### config.mk
export PLATFORM = sky130hd
export DESIGN_NAME = range_sensor_filter_alarm
export DESIGN_NICKNAME = d
export VERILOG_FILES = /design/src/design/rsfa_pkg.sv /design/src/design/rsfa_cfg.sv /design/src/design/rsfa_ctrl.sv /design/src/design/rsfa_dp.sv /design/src/design/range_sensor_filter_alarm.sv
export SDC_FILE = /design/constraint.sdc
export NUM_CORES = 2
export LEC_CHECK = 0
export BUFFER_PORTS_ARGS = -buffer_cell sky130_fd_sc_hd__buf_2
export CORE_UTILIZATION = 50
export DETAILED_ROUTE_END_ITERATION = 6
export PLACE_DENSITY = 0.68
export SKIP_LAST_GASP = 1
export SLEW_MARGIN = 15
export SYNTH_ARGS = -nofsm -noshare
export SYNTH_HDL_FRONTEND = slang
export SYNTH_SLANG_ARGS = --single-unit
### constraint.sdc
create_clock -name clk -period 8.55 [get_ports clk]
set_input_delay 1.71 -clock clk [delete_from_list [all_inputs] [get_ports clk]]
set_output_delay 1.71 -clock clk [all_outputs]
set_load 0.1 [all_outputs]
### src/design/rsfa_pkg.sv
// Shared types, constants and register codes for the range sensor filter.
`timescale 1ns / 1ps
`default_nettype none

package rsfa_pkg;

  // Field and port widths
  localparam int DIST_W      = 13;
  localparam int CH_W        = 2;
  localparam int CNT_W       = 8;
  localparam int CFG_IDX_W   = 3;
  localparam int CFG_DATA_W  = 13;
  localparam int IN_TDATA_W  = 16;
  localparam int OUT_TDATA_W = 16;

  // Default sizing of the filter
  localparam int DEF_WINDOW_LEN = 6;
  localparam int DEF_CHANNELS   = 3;

  // Reset values
  localparam logic [DIST_W-1:0] DIST_RESET      = 13'd4800;
  localparam logic [DIST_W-1:0] THR_FRONT_RESET = 13'd1600;
  localparam logic [DIST_W-1:0] THR_SIDE_RESET  = 13'd960;
  localparam logic [DIST_W-1:0] RANGE_MIN_RESET = 13'd320;
  localparam logic [DIST_W-1:0] RANGE_MAX_RESET = 13'd4800;
  localparam logic [DIST_W-1:0] JUMP_RESET      = 13'd800;
  localparam logic [CNT_W-1:0]  ALARM_ON_RESET  = 8'd2;
  localparam logic [CNT_W-1:0]  ALARM_OFF_RESET = 8'd3;
  localparam logic [CNT_W-1:0]  CNT_MAX         = 8'd255;

  // Blend weights for a large jump, scaled by 256
  localparam int BLEND_LAST_WT = 179;
  localparam int BLEND_RAW_WT  = 77;

  // Configuration register indexes
  typedef enum logic [CFG_IDX_W-1:0] {
    REG_THR_FRONT,
    REG_THR_LEFT,
    REG_THR_RIGHT,
    REG_RANGE_MIN,
    REG_RANGE_MAX,
    REG_JUMP_LIMIT,
    REG_ALARM_ON,
    REG_ALARM_OFF
  } cfg_reg_t;

  // Channel codes that pick a dedicated threshold
  localparam logic [CH_W-1:0] CH_FRONT = 2'd0;
  localparam logic [CH_W-1:0] CH_LEFT  = 2'd1;

  typedef struct packed {
    logic [DIST_W-1:0] thr_front;
    logic [DIST_W-1:0] thr_left;
    logic [DIST_W-1:0] thr_right;
    logic [DIST_W-1:0] range_min;
    logic [DIST_W-1:0] range_max;
    logic [DIST_W-1:0] jump_limit;
    logic [CNT_W-1:0]  raise_cnt;
    logic [CNT_W-1:0]  clear_cnt;
  } cfg_t;

  // Sequencer states
  typedef enum logic [1:0] {
    S_IDLE,
    S_SUM,
    S_MUL,
    S_FIN
  } state_t;

  // Controller to datapath commands
  typedef struct packed {
    logic load;
    logic sum;
    logic mul;
    logic fin;
  } cmd_t;

  // Datapath to controller status
  typedef struct packed {
    logic out_free;
  } sts_t;

endpackage

`default_nettype wire

### src/design/rsfa_cfg.sv
// Configuration register file of the range sensor filter.
`timescale 1ns / 1ps
`default_nettype none

module rsfa_cfg (
  input  wire logic                             clk,
  input  wire logic                             rst_n,
  input  wire logic                             cfg_we,
  input  wire logic [rsfa_pkg::CFG_IDX_W-1:0]   cfg_addr,
  input  wire logic [rsfa_pkg::CFG_DATA_W-1:0]  cfg_wdata,
  output rsfa_pkg::cfg_t                        cfg
);
  import rsfa_pkg::*;

  cfg_t cfg_r;
  cfg_t cfg_nxt;

  // Decode a write into the addressed register
  always_comb begin
    cfg_nxt = cfg_r;
    if (cfg_we) begin
      case (cfg_reg_t'(cfg_addr))
        REG_THR_FRONT:  cfg_nxt.thr_front  = cfg_wdata[DIST_W-1:0];
        REG_THR_LEFT:   cfg_nxt.thr_left   = cfg_wdata[DIST_W-1:0];
        REG_THR_RIGHT:  cfg_nxt.thr_right  = cfg_wdata[DIST_W-1:0];
        REG_RANGE_MIN:  cfg_nxt.range_min  = cfg_wdata[DIST_W-1:0];
        REG_RANGE_MAX:  cfg_nxt.range_max  = cfg_wdata[DIST_W-1:0];
        REG_JUMP_LIMIT: cfg_nxt.jump_limit = cfg_wdata[DIST_W-1:0];
        REG_ALARM_ON:   cfg_nxt.raise_cnt  = cfg_wdata[CNT_W-1:0];
        REG_ALARM_OFF:  cfg_nxt.clear_cnt  = cfg_wdata[CNT_W-1:0];
        default:        cfg_nxt = cfg_r;
      endcase
    end
  end

  // Hold the registers, load reset values
  always_ff @(posedge clk) begin
    if (!rst_n) begin
      cfg_r.thr_front  <= THR_FRONT_RESET;
      cfg_r.thr_left   <= THR_SIDE_RESET;
      cfg_r.thr_right  <= THR_SIDE_RESET;
      cfg_r.range_min  <= RANGE_MIN_RESET;
      cfg_r.range_max  <= RANGE_MAX_RESET;
      cfg_r.jump_limit <= JUMP_RESET;
      cfg_r.raise_cnt  <= ALARM_ON_RESET;
      cfg_r.clear_cnt  <= ALARM_OFF_RESET;
    end else begin
      cfg_r <= cfg_nxt;
    end
  end

  assign cfg = cfg_r;

endmodule

`default_nettype wire

### src/design/rsfa_ctrl.sv
// Sequencer that steps each request through the filter datapath.
`timescale 1ns / 1ps
`default_nettype none

module rsfa_ctrl (
  input  wire logic       clk,
  input  wire logic       rst_n,
  input  wire logic       in_tvalid,
  output logic            in_tready,
  input  rsfa_pkg::sts_t  sts,
  output rsfa_pkg::cmd_t  cmd
);
  import rsfa_pkg::*;

  state_t state_r;
  state_t state_nxt;

  // Next state
  always_comb begin
    state_nxt = state_r;
    case (state_r)
      S_IDLE:  if (in_tvalid) state_nxt = S_SUM;
      S_SUM:   state_nxt = S_MUL;
      S_MUL:   state_nxt = S_FIN;
      S_FIN:   if (sts.out_free) state_nxt = S_IDLE;
      default: state_nxt = S_IDLE;
    endcase
  end

  // Commands
  always_comb begin
    in_tready = 1'b0;
    cmd       = '0;
    case (state_r)
      S_IDLE: begin
        in_tready = 1'b1;
        cmd.load  = in_tvalid;
      end
      S_SUM:   cmd.sum = 1'b1;
      S_MUL:   cmd.mul = 1'b1;
      S_FIN:   cmd.fin = sts.out_free;
      default: cmd = '0;
    endcase
  end

  always_ff @(posedge clk) begin
    if (!rst_n) begin
      state_r <= S_IDLE;
    end else begin
      state_r <= state_nxt;
    end
  end

endmodule

`default_nettype wire

### src/design/rsfa_dp.sv
// Filter datapath: range check, jump blend, window average, EMA and alarm.
`timescale 1ns / 1ps
`default_nettype none

module rsfa_dp #(
  parameter int WINDOW_LEN = rsfa_pkg::DEF_WINDOW_LEN,
  parameter int CHANNELS   = rsfa_pkg::DEF_CHANNELS
) (
  input  wire logic                               clk,
  input  wire logic                               rst_n,
  input  rsfa_pkg::cfg_t                          cfg,
  input  rsfa_pkg::cmd_t                          cmd,
  output rsfa_pkg::sts_t                          sts,
  input  wire logic [rsfa_pkg::IN_TDATA_W-1:0]    in_tdata,   // [12:0] raw_distance
  input  wire logic [rsfa_pkg::CH_W-1:0]          in_tuser,   // [1:0] channel
  output logic                                    out_tvalid,
  input  wire logic                               out_tready,
  output logic [rsfa_pkg::OUT_TDATA_W-1:0]        out_tdata,  // [12:0] filtered, [13] alarm
  output logic [rsfa_pkg::CH_W-1:0]               out_tuser   // [1:0] out_channel
);
  import rsfa_pkg::*;

  localparam int CH_IDX_W = (CHANNELS > 1) ? $clog2(CHANNELS) : 1;
  localparam int POS_W    = $clog2(WINDOW_LEN);
  localparam int DEPTH    = CHANNELS * WINDOW_LEN;
  localparam int ADDR_W   = (DEPTH > 1) ? $clog2(DEPTH) : 1;
  localparam int SUM_W    = DIST_W + $clog2(WINDOW_LEN);
  localparam int SHIFT    = SUM_W + $clog2(WINDOW_LEN);
  localparam int RECIP_W  = SUM_W + 1;
  localparam int PROD_W   = SUM_W + RECIP_W;
  localparam int BLEND_W  = DIST_W + 8;
  localparam int EMA_W    = DIST_W + 2;
  localparam int PAD_W    = OUT_TDATA_W - DIST_W - 1;
  // Reciprocal that gives an exact floor for every sum below 2**SUM_W
  localparam longint unsigned RECIP =
      ((64'd1 << SHIFT) + 64'(WINDOW_LEN) - 64'd1) / 64'(WINDOW_LEN);
  localparam logic [RECIP_W-1:0] RECIP_V   = RECIP_W'(RECIP);
  localparam logic [SUM_W-1:0]   SUM_RESET = SUM_W'(WINDOW_LEN) * SUM_W'(DIST_RESET);
  localparam logic [POS_W-1:0]   POS_LAST  = POS_W'(WINDOW_LEN - 1);

  // Per-channel state
  logic [DIST_W-1:0] last_good_r [CHANNELS];
  logic [POS_W-1:0]  pos_r       [CHANNELS];
  logic [SUM_W-1:0]  win_sum_r   [CHANNELS];
  logic [DIST_W-1:0] smoothed_r  [CHANNELS];
  logic [CNT_W-1:0]  below_r     [CHANNELS];
  logic [CNT_W-1:0]  above_r     [CHANNELS];
  logic              alarm_r     [CHANNELS];

  // Window memory and its written marks
  logic [DIST_W-1:0] win_mem [DEPTH];
  logic [DEPTH-1:0]  win_vld_r;
  logic [DIST_W-1:0] rd_data_r;
  logic              rd_vld_r;

  // Request held through the steps
  logic [CH_W-1:0]     ch_r;
  logic                ok_r;
  logic [CH_IDX_W-1:0] idx_r;
  logic [DIST_W-1:0]   val_r;
  logic [ADDR_W-1:0]   addr_r;
  logic [SUM_W-1:0]    acc_r;
  logic [PROD_W-1:0]   prod_r;

  // Result register
  logic              out_valid_r;
  logic [CH_W-1:0]   out_ch_r;
  logic [DIST_W-1:0] out_dist_r;
  logic              out_alarm_r;

  // Load step signals
  logic [DIST_W-1:0]   raw;
  logic                in_ok;
  logic [CH_IDX_W-1:0] sel_idx;
  logic [DIST_W-1:0]   lg;
  logic                reject;
  logic [DIST_W-1:0]   diff;
  logic [BLEND_W-1:0]  blend_full;
  logic [DIST_W-1:0]   val_nxt;
  logic [ADDR_W-1:0]   addr_nxt;

  // Sum step signals
  logic [DIST_W-1:0] old_val;
  logic [SUM_W-1:0]  sum_nxt;
  logic [POS_W-1:0]  pos_cur;
  logic [POS_W-1:0]  pos_nxt;

  // Finish step signals
  logic [DIST_W-1:0] mean;
  logic [DIST_W-1:0] sm_cur;
  logic [EMA_W-1:0]  ema_full;
  logic [DIST_W-1:0] ema_nxt;
  logic [DIST_W-1:0] thr;
  logic              is_below;
  logic [CNT_W-1:0]  below_inc;
  logic [CNT_W-1:0]  above_inc;
  logic              alarm_nxt;

  // Range check and jump blend on the incoming request
  always_comb begin
    raw      = in_tdata[DIST_W-1:0];
    in_ok    = int'(in_tuser) < CHANNELS;
    sel_idx  = in_ok ? CH_IDX_W'(in_tuser) : '0;
    lg       = last_good_r[sel_idx];
    reject   = (raw == '0) || (raw < cfg.range_min) || (raw > cfg.range_max);
    diff     = (raw > lg) ? (raw - lg) : (lg - raw);
    blend_full = BLEND_W'(BLEND_LAST_WT) * BLEND_W'(lg)
               + BLEND_W'(BLEND_RAW_WT) * BLEND_W'(raw);
    if (reject) begin
      val_nxt = lg;
    end else if (diff > cfg.jump_limit) begin
      val_nxt = blend_full[BLEND_W-1:8];
    end else begin
      val_nxt = raw;
    end
    addr_nxt = ADDR_W'(sel_idx) * ADDR_W'(WINDOW_LEN) + ADDR_W'(pos_r[sel_idx]);
  end

  // Running window sum: drop the old entry, add the new one
  always_comb begin
    old_val = rd_vld_r ? rd_data_r : DIST_RESET;
    sum_nxt = win_sum_r[idx_r] - SUM_W'(old_val) + SUM_W'(val_r);
    pos_cur = pos_r[idx_r];
    pos_nxt = (pos_cur == POS_LAST) ? '0 : pos_cur + POS_W'(1);
  end

  // EMA and hysteresis alarm
  always_comb begin
    mean      = DIST_W'(prod_r >> SHIFT);
    sm_cur    = smoothed_r[idx_r];
    ema_full  = EMA_W'(3) * EMA_W'(sm_cur) + EMA_W'(mean);
    ema_nxt   = ema_full[EMA_W-1:2];
    if (ch_r == CH_FRONT) begin
      thr = cfg.thr_front;
    end else if (ch_r == CH_LEFT) begin
      thr = cfg.thr_left;
    end else begin
      thr = cfg.thr_right;
    end
    is_below  = ema_nxt < thr;
    below_inc = (below_r[idx_r] == CNT_MAX) ? CNT_MAX : below_r[idx_r] + CNT_W'(1);
    above_inc = (above_r[idx_r] == CNT_MAX) ? CNT_MAX : above_r[idx_r] + CNT_W'(1);
    alarm_nxt = alarm_r[idx_r];
    if (is_below) begin
      if (below_inc >= cfg.raise_cnt) alarm_nxt = 1'b1;
    end else begin
      if (above_inc >= cfg.clear_cnt) alarm_nxt = 1'b0;
    end
  end

  // Window memory: read on load, write on sum
  always_ff @(posedge clk) begin
    if (cmd.load) begin
      rd_data_r <= win_mem[addr_nxt];
      rd_vld_r  <= win_vld_r[addr_nxt];
    end
    if (cmd.sum && ok_r) begin
      win_mem[addr_r] <= val_r;
    end
  end

  // Request payload through the steps
  always_ff @(posedge clk) begin
    if (cmd.load) begin
      ch_r   <= in_tuser;
      ok_r   <= in_ok;
      idx_r  <= sel_idx;
      val_r  <= val_nxt;
      addr_r <= addr_nxt;
    end
    if (cmd.sum) begin
      acc_r <= sum_nxt;
    end
    if (cmd.mul) begin
      prod_r <= PROD_W'(acc_r) * PROD_W'(RECIP_V);
    end
    if (cmd.fin) begin
      out_ch_r    <= ch_r;
      out_dist_r  <= ok_r ? ema_nxt : '0;
      out_alarm_r <= ok_r & alarm_nxt;
    end
  end

  // Per-channel state updates
  always_ff @(posedge clk) begin
    if (!rst_n) begin
      for (int c = 0; c < CHANNELS; c++) begin
        last_good_r[c] <= DIST_RESET;
        pos_r[c]       <= '0;
        win_sum_r[c]   <= SUM_RESET;
        smoothed_r[c]  <= DIST_RESET;
        below_r[c]     <= '0;
        above_r[c]     <= '0;
        alarm_r[c]     <= 1'b0;
      end
      win_vld_r <= '0;
    end else begin
      if (cmd.load && in_ok && !reject) begin
        last_good_r[sel_idx] <= val_nxt;
      end
      if (cmd.sum && ok_r) begin
        win_sum_r[idx_r] <= sum_nxt;
        pos_r[idx_r]     <= pos_nxt;
        win_vld_r[addr_r] <= 1'b1;
      end
      if (cmd.fin && ok_r) begin
        smoothed_r[idx_r] <= ema_nxt;
        below_r[idx_r]    <= is_below ? below_inc : '0;
        above_r[idx_r]    <= is_below ? '0 : above_inc;
        alarm_r[idx_r]    <= alarm_nxt;
      end
    end
  end

  // Output valid: set on finish, drop once taken
  always_ff @(posedge clk) begin
    if (!rst_n) begin
      out_valid_r <= 1'b0;
    end else if (cmd.fin) begin
      out_valid_r <= 1'b1;
    end else if (out_tready) begin
      out_valid_r <= 1'b0;
    end
  end

  assign sts.out_free  = !out_valid_r || out_tready;
  assign out_tvalid    = out_valid_r;
  assign out_tdata     = {PAD_W'(0), out_alarm_r, out_dist_r};
  assign out_tuser     = out_ch_r;

endmodule

`default_nettype wire

### src/design/range_sensor_filter_alarm.sv
// A result becomes valid in the output register after its request has gone through the
// load, sum, multiply and finish steps; finish waits until the output register is free.
// The next request is taken only once the previous one has left the finish step.
// A finished result waits in the output register while the next request is taken.
// Reset: synchronous, active low; all channel state returns to its reset values
// (window entries through per-entry valid bits), with no clearing pass.
`timescale 1ns / 1ps
`default_nettype none

module range_sensor_filter_alarm #(
  parameter int WINDOW_LEN = rsfa_pkg::DEF_WINDOW_LEN,
  parameter int CHANNELS   = rsfa_pkg::DEF_CHANNELS
) (
  input  wire logic                               clk,
  input  wire logic                               rst_n,
  input  wire logic                               in_tvalid,
  output logic                                    in_tready,
  input  wire logic [rsfa_pkg::IN_TDATA_W-1:0]    in_tdata,   // [12:0] raw_distance
  input  wire logic [rsfa_pkg::CH_W-1:0]          in_tuser,   // [1:0] channel
  output logic                                    out_tvalid,
  input  wire logic                               out_tready,
  output logic [rsfa_pkg::OUT_TDATA_W-1:0]        out_tdata,  // [12:0] filtered, [13] alarm
  output logic [rsfa_pkg::CH_W-1:0]               out_tuser,  // [1:0] out_channel
  input  wire logic                               cfg_we,
  input  wire logic [rsfa_pkg::CFG_IDX_W-1:0]     cfg_addr,
  input  wire logic [rsfa_pkg::CFG_DATA_W-1:0]    cfg_wdata
);
  import rsfa_pkg::*;

  cfg_t cfg;
  cmd_t cmd;
  sts_t sts;

  rsfa_cfg u_cfg (
    .clk       (clk),
    .rst_n     (rst_n),
    .cfg_we    (cfg_we),
    .cfg_addr  (cfg_addr),
    .cfg_wdata (cfg_wdata),
    .cfg       (cfg)
  );

  rsfa_ctrl u_ctrl (
    .clk       (clk),
    .rst_n     (rst_n),
    .in_tvalid (in_tvalid),
    .in_tready (in_tready),
    .sts       (sts),
    .cmd       (cmd)
  );

  rsfa_dp #(
    .WINDOW_LEN (WINDOW_LEN),
    .CHANNELS   (CHANNELS)
  ) u_dp (
    .clk        (clk),
    .rst_n      (rst_n),
    .cfg        (cfg),
    .cmd        (cmd),
    .sts        (sts),
    .in_tdata   (in_tdata),
    .in_tuser   (in_tuser),
    .out_tvalid (out_tvalid),
    .out_tready (out_tready),
    .out_tdata  (out_tdata),
    .out_tuser  (out_tuser)
  );

endmodule

`default_nettype wire
* Word level (Yosys, flattened, before mapping)
Memories as Yosys holds them, arrays and structs flattened. A register that Yosys moved wholly into a read port is not among the register bits.
Index checks and enable logic that the tools add are counted.
W data, S select, Z words.
** Word-level totals
- Memories :: 8
- Register bits after elaboration :: 202
- Bits in writable memories :: 420
- Input port bits :: 39
- Bits in latches :: 0
- ROM bits :: 0
** Memory list
- u_dp.win_mem :: depth 18, bits a word 13, rd ports 1, clocked after Yosys merged registers in 1, wr ports 1, RTL line rsfa_dp.sv:51 : logic [DIST_W-1:0] win_mem [DEPTH];
- u_dp.win_sum_r :: depth 3, bits a word 16, rd ports 1, clocked after Yosys merged registers in 1, wr ports 3, RTL line rsfa_dp.sv:44 : logic [SUM_W-1:0] win_sum_r [CHANNELS];
- u_dp.last_good_r :: depth 3, bits a word 13, rd ports 1, clocked after Yosys merged registers in 0, wr ports 3, RTL line rsfa_dp.sv:42 : logic [DIST_W-1:0] last_good_r [CHANNELS];
- u_dp.smoothed_r :: depth 3, bits a word 13, rd ports 1, clocked after Yosys merged registers in 1, wr ports 3, RTL line rsfa_dp.sv:45 : logic [DIST_W-1:0] smoothed_r [CHANNELS];
- u_dp.above_r :: depth 3, bits a word 8, rd ports 1, clocked after Yosys merged registers in 1, wr ports 3, RTL line rsfa_dp.sv:47 : logic [CNT_W-1:0] above_r [CHANNELS];
- u_dp.below_r :: depth 3, bits a word 8, rd ports 1, clocked after Yosys merged registers in 1, wr ports 3, RTL line rsfa_dp.sv:46 : logic [CNT_W-1:0] below_r [CHANNELS];
- +2 memories
** Operators by class
- Multiplexer cells :: 67
- Reduce and logical (&&, ||, !) cells :: 31
- Shift operators :: 0
- Equal/unequal tests :: 16
- Divide/modulo/power cells :: 0
- Bitwise logic cells :: 2
- Add/sub/neg operators :: 10
- Order comparisons :: 11
- $mul :: 5
** Operators by type and width (number)
- $mux W13 :: 8
- $mux W8 :: 6
- $gt A13 B13 Y1 :: 3
- $mux W2 :: 16
- $mul A16 B16 Y31 const B :: 1
- $mux W1 :: 31
- $lt A13 B13 Y1 :: 2
- $reduce_or A13 Y1 :: 2
- $sub A13 B13 Y13 :: 2
- $add A21 B20 Y21 :: 1
- $mul A8 B13 Y21 const A :: 1
- $mul A7 B13 Y20 const A :: 1
- $or A18 B18 Y18 :: 1
- $reduce_and A2 Y1 :: 9
- $add A16 B13 Y16 :: 1
- $add A8 B1 Y8 const B :: 2
- $eq A8 B8 Y1 const B :: 2
- $ge A8 B8 Y1 :: 2
- $mux W16 :: 1
- $reduce_or A16 Y1 :: 1
- $reduce_or A8 Y1 :: 2
- $sub A16 B13 Y16 :: 1
- $add A15 B13 Y15 :: 1
- $eq A3 B3 Y1 const B :: 5
- other kinds (27) :: 40

* Logic depth before layout (Yosys ltp)
- Depth after elaboration :: 10
- Gate-level depth with buffers :: 28
- Gate-level depth less buffers :: 26

* Modules after synthesis
Synthesis repeated with hierarchy kept, for this count alone.
** Unflattened totals
- Cells, all modules :: 3170
- Area total of the unflattened synthesis :: 39977.1 µm²
** By module, submodules not included
- rsfa_dp :: times used 1, area each 36209.7 µm², cells each 2809
- rsfa_cfg :: times used 1, area each 3595.9 µm², cells each 343
- rsfa_ctrl :: times used 1, area each 171.4 µm², cells each 18

* Worst setup path after synthesis
No wires, ideal clock.
- Path type :: in2reg
- Start point :: input in_tuser[1] (netlist name)
- End point :: memory u_dp.last_good_r[3][12], data pin
- Path slack :: -0.326 ns
- Arrival :: 8.707 ns
- Buffers on the path :: 3
- Stages :: 24
- Required time :: 8.381 ns
- Setup time :: 0.169 ns
- Cells stage by stage :: inv_1 ha_1 buf_6 clkbuf_1 clkbuf_1 mux4_2 ha_1 inv_1 fa_1 inv_1 fa_1 fa_1 fa_1 fa_1 ha_1 a2111oi_1 o31ai_1 and4_1 a21o_1 o211ai_1 a21boi_0 or3_1 a311o_1 o21ai_0
** RTL lines
- start: declaration :: RTL line range_sensor_filter_alarm.sv:19 : input wire logic [rsfa_pkg::CH_W-1:0] in_tuser,
- end: declaration :: RTL line rsfa_dp.sv:42

* Final worst setup path
- Start point :: input in_tuser[1] (netlist name)
- End point :: register u_dp.val_r[7], data pin
** Between the ends
- Longest elaborated chain between the ends :: 8
- Elaborated cells between the ends (all ways) :: 12
- Those cells by class :: add/sub (3); mul (1); order compare (3); mux (4); memory (1)
** Ends and longest elaborated chain
- $lt A2 B2 Y1 * :: RTL line rsfa_dp.sv:102 : in_ok = int'(in_tuser) < CHANNELS;
- $mux W2 * :: RTL line rsfa_dp.sv:103 : sel_idx = in_ok ? CH_IDX_W'(in_tuser) : '0;
- named net u_dp.sel_idx[0] :: RTL line rsfa_dp.sv:74 : logic [CH_IDX_W-1:0] sel_idx;
- $mem_v2 Z3 W13 *
- branches (longest 4 deep; another with $mul A8 B13 Y21)
- $mux W13 * :: RTL line rsfa_dp.sv:109 : if (reject) begin
- named net u_dp.val_nxt[7] :: RTL line rsfa_dp.sv:79 : logic [DIST_W-1:0] val_nxt;
- end signal: assignment :: RTL line rsfa_dp.sv:168 : val_r <= val_nxt;
- end: declaration :: RTL line rsfa_dp.sv:60 : logic [DIST_W-1:0] val_r;
Mark *: on every way through the listed nets, which the timed path passes.
A chain may end at the register's enable or synchronous reset.

==> reports/qor.log <==
[timing] actual slew at the worst max-slew pin 1.13 ns
[layout] Filler cells 6552
[place] Port Buffer Count 53
[global_route] GR Util met1 0.299
[setup_path] highest-delay cell along the critical path sky130_fd_sc_hd__mux4_1
[timing] setup repair after global routing missed its margin false
[synth] instance count of the mapped netlist 3222
[timing] clock period minus worst slack 8.10 ns
[cts] post-CTS setup buffer count 0
[timing] Slew HR 0.246
[floorplan] height of the chip 284 µm
[timing] period utilization 0.947
[cts] H-tree level count 3
[floorplan] Ports 59
[setup_path] kind of end point of the critical path flip-flop
[synth] per-instance average area after synthesis 12.4 µm²
[cts] CTS tree built
[global_route] gr usage total 0.216
[synth] fraction of registers with async set/reset 0
[setup_path] slowest stage delay, CP 0.65 ns
[global_route] global-route track usage on met3 0.0298
[setup_path] worst reg-to-reg setup slack 1.71 ns
[setup_path] Crit Path Category primary input to flip-flop
[place] Worst Setup Slack post-DPL -0.0964 ns
[global_route] initial antenna violation count 0
[floorplan] starting utilization of the core area 0.505
[status] status completed
[cts] Max Root-Sink Buffers 3
[layout] most common library cell in the layout ignoring fill and taps sky130_fd_sc_hd__edfxtp_1
[route] Final ANT Viol Nets 0
[synth] yosys warns 0
[route] mean routed wirelength per cell 19.3 µm
[route] # DRC 0
[timing] fin worst setup slack 0.454 ns
[cts] post-CTS resize count 0
[route] count of routing violations after the opening detailed-route iteration 1692
[global_route] routing layer with the top usage in global route met2
[cts] root buf cell sky130_fd_sc_hd__clkbuf_16
[setup_path] total buffers and inverters traversed by the critical path 8
[route] Pre-antenna DRT Iters 5
[floorplan] die area 80700 µm²
[synth] netlist area before placement 39800 µm²
[synth] Synth Register Bits 681
[synth] prevailing post-synth register cell sky130_fd_sc_hd__edfxtp_1
[synth] portion of the post-synthesis area used by sequential elements 0.484
[timing] Setup Viol. Count Final 0
[global_route] number of global-route vias before repair 24300
[layout] P&R area growth vs syn 10.3%
[layout] number of nets in the finished design 3895
[cts] TritonCTS Sinks 681
[setup_path] largest fanout on the critical path 15
[timing] Setup TNS 0 ns
[cts] number of CTS-inserted buffers 73
[place] DPL Wire Length 60500 µm
[global_route] pin count of the biggest net entering global routing 103
[route] count of vias placed by the detailed router 23900
[route] post-detailed-routing wire length 85500 µm
[min_path] classification of the worst-slack hold path flip-flop to flip-flop
[setup_path] Worst Path Arrival 8.46 ns
[layout] leading cell types in the layout, fill and taps excluded sky130_fd_sc_hd__edfxtp_1 (561), sky130_fd_sc_hd__inv_1 (495), sky130_fd_sc_hd__ha_1 (346)
[timing] Max Transition Viols Final 0
[cts] clock-pin slew reported for the worst setup and hold paths after clock tree synthesis 0.06 ns
[synth] Post-synth EDFFs 561
[floorplan] die width 284 µm
[global_route] sum of overflow across all layers after global routing 0
[timing] worst hold margin 0.463 ns
[timing] hold violation total from the final report 0
[route] detailed-route vias per instance 5.40
[cts] CTS hold repair buffers 0
[place] final RePlAce weighted congestion 0.890
[global_route] Global Route met2 Usage 0.355
[setup_path] category of the worst setup path launch point primary input
[cts] clock insertion delay at the later pin of the skew report 0.63 ns
[synth] number of distinct library cells after synthesis 76
[timing] Highest Clock Rate 124 MHz
[floorplan] core area 78900 µm²
[floorplan] Site Rows 103
[setup_path] critical path data required time 8.91 ns
[timing] Setup Skew 0.0363 ns
[layout] share of post-route cells with drive strength above 1 0.125
[job] max_cap viols 0
[setup_path] dominant delay contributor by cell family on the critical path adder cells
[global_route] global-route wire length before repair 135000 µm
-- synth_stat cells, types with 8 or more instances --
library cell / instances / area share
sky130_fd_sc_hd__inv_1: 496 / 0.047
sky130_fd_sc_hd__nor2_1: 245 / 0.023
sky130_fd_sc_hd__mux4_2: 136 / 0.077
sky130_fd_sc_hd__and2_1: 22 / 0.0035
sky130_fd_sc_hd__o21a_1: 21 / 0.0040
sky130_fd_sc_hd__fa_1: 186 / 0.094
sky130_fd_sc_hd__buf_2: 9 / 0.0011
sky130_fd_sc_hd__buf_1: 11 / 0.0010
sky130_fd_sc_hd__xnor2_1: 47 / 0.010
sky130_fd_sc_hd__a21oi_1: 81 / 0.010
sky130_fd_sc_hd__dfxtp_1: 120 / 0.060
sky130_fd_sc_hd__nand3_1: 47 / 0.0059
sky130_fd_sc_hd__mux2i_1: 41 / 0.010
sky130_fd_sc_hd__nand2_1: 316 / 0.030
sky130_fd_sc_hd__xor2_1: 24 / 0.0053
sky130_fd_sc_hd__o21bai_1: 9 / 0.0017
sky130_fd_sc_hd__a31oi_1: 11 / 0.0017
sky130_fd_sc_hd__buf_4: 10 / 0.0019
sky130_fd_sc_hd__ha_1: 348 / 0.11
sky130_fd_sc_hd__or2_2: 8 / 0.0013
sky130_fd_sc_hd__o21ai_0: 70 / 0.0088
sky130_fd_sc_hd__nor3_1: 23 / 0.0029
sky130_fd_sc_hd__a21o_1: 40 / 0.0075
sky130_fd_sc_hd__and3_1: 13 / 0.0020
sky130_fd_sc_hd__nand2b_1: 17 / 0.0027
sky130_fd_sc_hd__edfxtp_1: 561 / 0.42
sky130_fd_sc_hd__o211ai_1: 17 / 0.0032
sky130_fd_sc_hd__a21boi_0: 78 / 0.015
sky130_fd_sc_hd__or3_1: 10 / 0.0016
sky130_fd_sc_hd__nor2b_1: 24 / 0.0038
sky130_fd_sc_hd__clkbuf_1: 74 / 0.0070
-- worst paths after layout --
path,start,endpoint,cells past startpoint
setup / recovery,in_tuser[1],u_dp.val_r[7],25
hold / removal,u_cfg.cfg[60],u_cfg.cfg[60],2
setup reg to reg,flip-flop,u_dp.alarm_r[0],22
hold reg to reg,u_cfg.cfg[60],u_cfg.cfg[60],2
-- cell type report --
cell class | count | area, µm² | share of cell area
multi-input combinational | 1933 | 18200 | 0.415
timing repair buffer | 137 | 911 | 0.0207
clock inverter | 37 | 405 | 0.00923
inverter | 496 | 1860 | 0.0424
tap | 1050 | 1310 | 0.0299
antenna | 1 | 2.50 | 0.0000570
clock buffer | 97 | 1940 | 0.0441
sequential | 681 | 19300 | 0.438
-- worst reg2reg max path, stage by stage (launching register included) --
cell and delay [ns]:
sky130_fd_sc_hd__dfxtp_4 0.76, sky130_fd_sc_hd__mux4_2 0.67, sky130_fd_sc_hd__fa_1 0.51, sky130_fd_sc_hd__and3_1 0.19, sky130_fd_sc_hd__fa_1 0.40, sky130_fd_sc_hd__a21o_1 0.20
sky130_fd_sc_hd__a21oi_1 0.21, sky130_fd_sc_hd__o21bai_1 0.09, sky130_fd_sc_hd__a21o_1 0.20, sky130_fd_sc_hd__a21oi_1 0.20, sky130_fd_sc_hd__o21ai_0 0.16, sky130_fd_sc_hd__nor2_1 0.14
sky130_fd_sc_hd__xor2_1 0.47, sky130_fd_sc_hd__inv_1 0.15, sky130_fd_sc_hd__ha_1 0.34, sky130_fd_sc_hd__a21oi_1 0.14, sky130_fd_sc_hd__nor2b_1 0.05, sky130_fd_sc_hd__o21ai_0 0.16
sky130_fd_sc_hd__nand2b_1 0.08, sky130_fd_sc_hd__a21oi_1 0.20, sky130_fd_sc_hd__nor2b_1 0.80, sky130_fd_sc_hd__a31oi_1 0.40, sky130_fd_sc_hd__o21ai_0 0.26
-- per-layer routing --
layer,wire length (µm),part of all wire
met1,37500,0.44
met2,41200,0.48
met3,4660,0.055
met4,2160,0.025
met5,0,0
-- sequential cells by signal, summed over array words and instances, names as in the netlist, 5 cells and up, named ones only --
signal,flops
u_dp.win_mem,234
u_dp.below_r,32
u_dp.win_sum_r,64
u_dp.prod_r,13
u_dp.acc_r,16
u_cfg.cfg,94
u_dp.val_r,13
u_dp.win_vld_r,18
u_dp.rd_data_r,13
u_dp.out_dist_r,13
u_dp.addr_r,5
u_dp.pos_r,12
u_dp.last_good_r,52
u_dp.above_r,32
u_dp.smoothed_r,52
-- kinds of logic after synthesis --
family / after synthesis / share of synthesized area
AND/OR/NAND/NOR: 757 / 0.0826
flip-flops: 681 / 0.484
buffers and inverters: 609 / 0.0596
adder cells (fa/ha/maj): 534 / 0.203
AO/OA/AOI/OAI: 385 / 0.0651
multiplexers: 184 / 0.0904
XOR/XNOR: 71 / 0.0156
other: 1 / 0.0000942
-- stage by stage --
step	instances	cell area [µm²]	utilization
2_1_floorplan	3223	39800	-
6_report	4432	43900	0.557
3_3_place_gp	4297	41600	0.527
3_5_place_dp	4297	41600	0.527
5_1_grt	4431	43900	0.557
4_1_cts	4431	43900	0.557
Power is not shown: default switching activity piles up to over one toggle a cycle in this logic, so the estimate is an artifact.
